File: config.mk
export PLATFORM = sky130hd
export DESIGN_NAME = rpd_ctrl
export DESIGN_NICKNAME = d
export VERILOG_FILES = /design/src/sv/rpd_pkg.sv /design/src/sv/rpd_ctrl.sv
export SDC_FILE = /design/constraint.sdc
export NUM_CORES = 1
export LEC_CHECK = 0
export BUFFER_PORTS_ARGS = -buffer_cell sky130_fd_sc_hd__buf_4
export CAP_MARGIN = 20
export CORE_MARGIN = 2
export CORE_UTILIZATION = 53
export DETAILED_ROUTE_END_ITERATION = 10
export GPL_ROUTABILITY_DRIVEN = 1
export PLACE_DENSITY = 0.82
export SYNTH_ARGS = -nofsm -noshare
export SYNTH_HDL_FRONTEND = slang
export SYNTH_SLANG_ARGS = --single-unit
File: constraint.sdc
create_clock -name clk -period 2 [get_ports clk]
set_input_delay 0.3 -clock clk [delete_from_list [all_inputs] [get_ports clk]]
set_output_delay 0.3 -clock clk [all_outputs]
set_load 0.05 [all_outputs]
File: src/sv/rpd_pkg.sv
// shared constants, command and status types and the piecewise log function
`timescale 1ns / 1ps

package rpd_pkg;

  localparam int PEAKS_PER_FRAME    = 8;
  localparam int FRAMES_PER_SECTION = 10;
  localparam int WINDOW_SECTIONS    = 4;
  localparam int RANGE_BINS         = 32;

  localparam int BIN_W  = (RANGE_BINS > 1) ? $clog2(RANGE_BINS) : 1;
  localparam int SLOT_W = (WINDOW_SECTIONS > 1) ? $clog2(WINDOW_SECTIONS) : 1;
  localparam int POS_W  = 4;
  localparam int FC_W   = 8;
  localparam int DIV_STEPS = 8;
  localparam int STEP_W = 3;

  localparam int CFG_IDX_W  = 3;
  localparam int CFG_DATA_W = 16;

  localparam logic [CFG_IDX_W-1:0] CFG_ROI_MAX     = 3'd0;
  localparam logic [CFG_IDX_W-1:0] CFG_VALID_RANGE = 3'd1;
  localparam logic [CFG_IDX_W-1:0] CFG_EXIT_THD    = 3'd2;
  localparam logic [CFG_IDX_W-1:0] CFG_HOLD_TICKS  = 3'd3;
  localparam logic [CFG_IDX_W-1:0] CFG_ENTER_THD   = 3'd4;
  localparam logic [CFG_IDX_W-1:0] CFG_STATIC_VEL  = 3'd5;
  localparam logic [CFG_IDX_W-1:0] CFG_RANGE_RES   = 3'd6;

  typedef struct packed {
    logic             capture;
    logic             setup;
    logic             check;
    logic             div_step;
    logic             mul;
    logic             range;
    logic             acc;
    logic             pass_rd;
    logic             pass_wr;
    logic             decay;
    logic             fin;
    logic [BIN_W-1:0] idx;
  } cmd_t;

  typedef struct packed {
    logic do_pass;
    logic pass_last;
    logic out_busy;
  } sts_t;

  // piecewise log of the low 16 bits, three fraction bits
  function automatic logic [6:0] log_piecewise(input logic [15:0] n);
    logic [3:0] b;
    logic [6:0] res;
    b = 4'd0;
    for (int k = 1; k < 16; k++) begin
      if (n[k]) begin
        b = 4'(k);
      end
    end
    if (b >= 4'd3) begin
      res = {b, 3'b000} + {4'b0000, 3'(n >> (b - 4'd3))};
    end else if (b == 4'd2) begin
      res = 7'd16 + {4'b0000, n[1:0], 1'b0};
    end else if (b == 4'd1) begin
      res = 7'd8 + {4'b0000, n[0], 2'b00};
    end else begin
      res = 7'd0;
    end
    return res;
  endfunction

endpackage

File: src/sv/rpd_ctrl.sv
// frame sequencer: capture, division, accumulation and window pass
`timescale 1ns / 1ps

module rpd_ctrl (
  input  logic          clk,
  input  logic          rst_n,
  input  logic          in_valid,
  input  logic          in_last_peak,
  output logic          in_ready,
  input  rpd_pkg::sts_t sts,
  output rpd_pkg::cmd_t cmd
);

  localparam logic [3:0] S_IDLE  = 4'd0;
  localparam logic [3:0] S_SETUP = 4'd1;
  localparam logic [3:0] S_CHECK = 4'd2;
  localparam logic [3:0] S_DIV   = 4'd3;
  localparam logic [3:0] S_MUL   = 4'd4;
  localparam logic [3:0] S_RANGE = 4'd5;
  localparam logic [3:0] S_ACC   = 4'd6;
  localparam logic [3:0] S_BR    = 4'd7;
  localparam logic [3:0] S_PRD   = 4'd8;
  localparam logic [3:0] S_PWR   = 4'd9;
  localparam logic [3:0] S_DECAY = 4'd10;
  localparam logic [3:0] S_FIN   = 4'd11;

  logic [3:0]                   state_r, state_nxt;
  logic [rpd_pkg::STEP_W-1:0]   step_r, step_nxt;
  logic [rpd_pkg::BIN_W-1:0]    idx_r, idx_nxt;
  logic                         accept;

  assign in_ready = (state_r == S_IDLE);
  assign accept   = in_valid && in_ready;

  always_comb begin
    state_nxt = state_r;
    step_nxt  = step_r;
    idx_nxt   = idx_r;
    cmd       = '0;
    cmd.idx   = idx_r;
    unique case (state_r)
      S_IDLE: begin
        cmd.capture = accept;
        if (accept && in_last_peak) begin
          state_nxt = S_SETUP;
        end
      end
      S_SETUP: begin
        cmd.setup = 1'b1;
        state_nxt = S_CHECK;
      end
      S_CHECK: begin
        cmd.check = 1'b1;
        step_nxt  = '0;
        state_nxt = S_DIV;
      end
      S_DIV: begin
        cmd.div_step = 1'b1;
        step_nxt     = step_r + 1'b1;
        if (step_r == rpd_pkg::STEP_W'(rpd_pkg::DIV_STEPS - 1)) begin
          state_nxt = S_MUL;
        end
      end
      S_MUL: begin
        cmd.mul   = 1'b1;
        state_nxt = S_RANGE;
      end
      S_RANGE: begin
        cmd.range = 1'b1;
        state_nxt = S_ACC;
      end
      S_ACC: begin
        cmd.acc   = 1'b1;
        state_nxt = S_BR;
      end
      S_BR: begin
        idx_nxt   = '0;
        state_nxt = sts.do_pass ? S_PRD : S_FIN;
      end
      S_PRD: begin
        cmd.pass_rd = 1'b1;
        state_nxt   = S_PWR;
      end
      S_PWR: begin
        cmd.pass_wr = 1'b1;
        if (sts.pass_last) begin
          state_nxt = S_DECAY;
        end else begin
          idx_nxt   = idx_r + 1'b1;
          state_nxt = S_PRD;
        end
      end
      S_DECAY: begin
        cmd.decay = 1'b1;
        state_nxt = S_FIN;
      end
      S_FIN: begin
        if (!sts.out_busy) begin
          cmd.fin   = 1'b1;
          state_nxt = S_IDLE;
        end
      end
      default: begin
        state_nxt = S_IDLE;
      end
    endcase
  end

  always_ff @(posedge clk) begin
    if (!rst_n) begin
      state_r <= S_IDLE;
      step_r  <= '0;
      idx_r   <= '0;
    end else begin
      state_r <= state_nxt;
      step_r  <= step_nxt;
      idx_r   <= idx_nxt;
    end
  end

endmodule

Yosys cells after proc, flatten, opt, wreduce, memory -nomap -nowiden
Index checks and enable logic that the tools add are counted.
W data, S select, Z words.

word-level totals
  bits in registers = 12
  bits of input ports = 7
  output and inout port bits = 17

operators by class
  add/sub/neg operators = 2
  equal/unequal tests = 16
  mux-type cells = 21
  reductions and logical operators = 7

operator list
  kind                   count
  $pmux W4 S12           1
  $eq A4 B3 Y1 const B   4
  $eq A4 B4 Y1 const B   4
  $mux W1                12
  $mux W4                3
  $pmux W5 S2            1
  $eq A4 B2 Y1 const B   2
  $ne A2 B2 Y1 const B   3
  $pmux W3 S2            1
  $add A5 B1 Y5 const B  1
  $mux W5                1
  $eq A4 B1 Y1 const B   1
  $logic_not A4 Y1       1
  $mux W2                2
  $reduce_bool A2 Y1     2
  $add A3 B1 Y3 const B  1
  $eq A3 B3 Y1 const B   1
  $reduce_and A3 Y1      1
  $logic_and A1 B1 Y1    2
  $ne A2 B1 Y1 const B   1
  $reduce_and A2 Y1      1

Depth between registers and ports, before layout
  depth after elaboration = 5
  mapped depth = 5

Worst setup path before layout
Ideal clock, no wire load.

  kind = flip-flop to output port
  start point = register state_r[2]
  end point = output port cmd[15] in the netlist's numbering
  arrival = 2.727 ns
  data required time = 1.700 ns
  path slack = -1.027 ns
  stages on the path, launching flop included = 4
  path through = dfxtp_1 -> buf_2 -> nor4_1 -> and2_1

RTL lines
  element                 RTL line         RTL
  from (decl)             rpd_ctrl.sv:27   logic [3:0] state_r, state_nxt;
  from (signal assigned)  rpd_ctrl.sv:115  state_r <= state_nxt;
  to (decl)               rpd_ctrl.sv:11   output rpd_pkg::cmd_t cmd

==> out/qor.csv <==
stage,metric,value,unit
status,outcome,finished clean,
timing,Final period util,94.6,%
global_route,Overflow after GRT,0,
synthesis,Post-synth EDFFs,0,
critical_path,critical path type,reg2out,
hold_path,worst hold path startpoint,sts[1],
finish,layout cell share with drive strength beyond 1,37.9,%
drt,DRC,0,
pwr,leakage,0.000443,uW
floorplanning,Die ar.,0.00186,sq mm
timing,Slew headroom,77.0,%
critical_path,worst r2r dst,idx_r[2],
cts,Clock Tree Buf Depth,2,
floorplanning,core box area,0.00147,sq mm
floorplanning,Initial Util,55.2,%
place,PortBufs,23,
critical_path,worst-case reg-to-reg path depth,3,
hold_path,Hold Path Cell Cnt,4,
hold_path,Worst Hold Path EP,idx_r[0],
finish,most frequent cells in the layout,"29 x buf_4, 10 x nand2_1, 10 x dfxtp_1",
synthesis,sequential area share after synthesis,29.6,%
synthesis,Synth async-reset ratio,0,%
timing,max-slew violations,0,
finish,Area Overhead vs Synth,32.8,%
finish,fill cell count,127,
timing,clock skew,0.00506,ns
synthesis,Mapped Area,812,sq um
pwr,Power Density,619,mW/mm^2
synthesis,Cells after Synth,100,
synthesis,"area leader, netlist",dfxtp_1,
drt,Initial DRC Count,17,
global_route,vias in the first global route,748,
timing,Max Clk Rate,0.529,GHz
synthesis,Netlist cell types,38,
finish,footprint of the multi-input gates,551,sq um
cts,clock sink count,12,
finish,Inserted Diodes,0,
synthesis,prevailing post-synth register cell,dfxtp_1,
drt,WL per Instance,13.8,microns
drt,WL final,1930,microns
place,Post-DP HPWL,1430,microns
critical_path,RR Startpoint,state_r[3],
critical_path,Worst Path Required,1.70,ns
floorplanning,Ports,24,
floorplanning,Die Span Y,43.1,microns
cts,clock latency at the later pin of the worst-skew pair,0.28,ns
finish,Reg area,243,sq um
critical_path,R2R Setup Slk,0.46,ns
critical_path,startpoint types,register,
synthesis,Post-Syn Nets,110,
critical_path,Arrival @ worst endpoint,1.59,ns
place,dpl cells,136,
drt,via count of the routed design,831,
drt,post-detailed-route count of antenna-violating nets,0,
cts,CTS tree,built,
global_route,overall routing resource usage,21.9,%
timing,RSZ-0062 raised after global routing,false,
place,DP Area,0.00104,sq mm
timing,final worst slack,0.108,ns
timing,Final Hold Viols,0,
finish,finished layout cell area,0.00108,sq mm
finish,"commonest non-fill, non-tap cell in the layout",buf_4,
synthesis,Yosys top cell area share,29.6,%
cts,CTS root buf,clkbuf_4,
global_route,largest net degree at the start of global routing,17,
synthesis,synth warn,0,
cts,depth of the CTS H-tree,1,
synthesis,Area contributors post-synth,"dfxtp_1 30%, mux2i_1 4.9%, ha_1 4.6%, nand2_1 4.6%, nand3b_1 4.6%",
run,Max Cap Viol,0,
timing,final critical-path required period,1.89,ns
place,setup slack at placement,0.415,ns
timing,Worst-Margin Slew,0.344,ns
critical_path,Worst Setup End Kind,primary output,
global_route,antenna violations before repair,0,
synthesis,mean post-synth cell area,8.12,sq um
synthesis,post-synthesis register bit count,12,
critical_path,CP max FO,8,
floorplanning,# rows,14,
global_route,global-route wire length before repair,3090,microns
drt,DR pass1 iterations,4,
place,gpl congestion,0.851,
cts,TritonCTS Buffers,3,
pwr,Pwr Total,668,uW
drt,Vias/cell,5.94,
pwr,Max VDD drop,471,uV
finish,nets,135,
hold_path,HP Class,in2reg,
floorplanning,DIE WIDTH,43.1,microns
cts,Hold Buf Count CTS,0,
cts,clock slew at reported path FFs,0.08,ns
finish,Post-Layout Cell Count,140,
timing,# setup viols final,0,
metal layers:
metal / global-route usage (%) / vias up / part of all wire [%]
met5: 0 / - / 0
met4: 13.3 / 0 / 2.5
met3: 2.55 / 5 / 5.0
met2: 38.8 / 24 / 49
met1: 24.4 / 385 / 43
li1: - / 417 / -
synthesized netlist by cell type (2+ instances only):
| cell type | instances |
|---|---|
| dfxtp_1 | 12 |
| nand2_1 | 10 |
| a21oi_1 | 7 |
| nand3_1 | 7 |
| buf_2 | 5 |
| nand3b_1 | 5 |
| mux2i_1 | 4 |
| nor2_1 | 4 |
| nor3_1 | 4 |
| clkbuf_1 | 3 |
| ha_1 | 3 |
| inv_1 | 3 |
| a211o_1 | 2 |
| nand2b_1 | 2 |
| nand4_1 | 2 |
| nor4_1 | 2 |
| nor4bb_1 | 2 |
| o211ai_1 | 2 |
| o21ai_0 | 2 |
critical path: stages, from the launching register on:
cell	delay (ns)
dfxtp_1	0.45
or3b_2	0.53
nor2_1	0.12
buf_4	0.21
where the power goes:
group	internal [uW]	leakage [uW]	switching (uW)	total (uW)
Clock	111	0.0000210	89.4	200
Sequential	248	0.0000980	21.5	269
Combinational	74.3	0.000324	124	198
Total	433	0.000443	235	668
through the flow:
step	utilization, %	setup TNS, ns	hold slack (ns)
final	73.3	0	0.332
after global routing	73.3	0	0.356
after CTS	73.1	0	0.339
after detailed placement	70.7	0	0.468
after global placement	70.7	0	0.445
after floorplan	-	-0.354	0.435
flip-flops by register name (all words and copies together) (netlist names):
name / cells
step_r: 3
state_r: 4
idx_r: 5
kinds of logic after synthesis:
| family | after synthesis | share of synthesized area [%] |
|---|---|---|
| and+or+nand+nor | 49 | 37.0 |
| AOI/OAI and AO/OA | 20 | 17.1 |
| buffers and inverters | 12 | 6.78 |
| DFF | 12 | 29.6 |
| muxes | 4 | 4.93 |
| adders and majority gates | 3 | 4.62 |
how the worst max path moves through the flow:
stage,from,to,slack [ns],depth (start not counted)
4_1_cts,state_r[2],cmd[13],0.11,3
6_report,state_r[1],cmd[13],0.11,3
3_5_place_dp,state_r[0],idx_r[2],0.41,4
3_3_place_gp,state_r[2],cmd[13],0.46,3
5_1_grt,state_r[1],cmd[13],0.03,3
2_1_floorplan,state_r[2],cmd[15],-0.35,3
area by class of cell:
cell class                      instances  area share [%]
Clock buffer                            4            3.36
Sequential cell                        12            22.5
Timing Repair Buffer                   29            20.2
Inverter                                3            1.04
Multi-Input combinational cell         76            51.0
Tap cell                               16            1.86
timing repair:
| item | 4_1_cts | 5_1_grt |
|---|---|---|
| buffers inserted | 0 | 0 |
| setup endpoints to repair | 0 | 2 |
| resized for setup | 0 | 2 |
No activity file was read; power rests on OpenSTA's default activity.
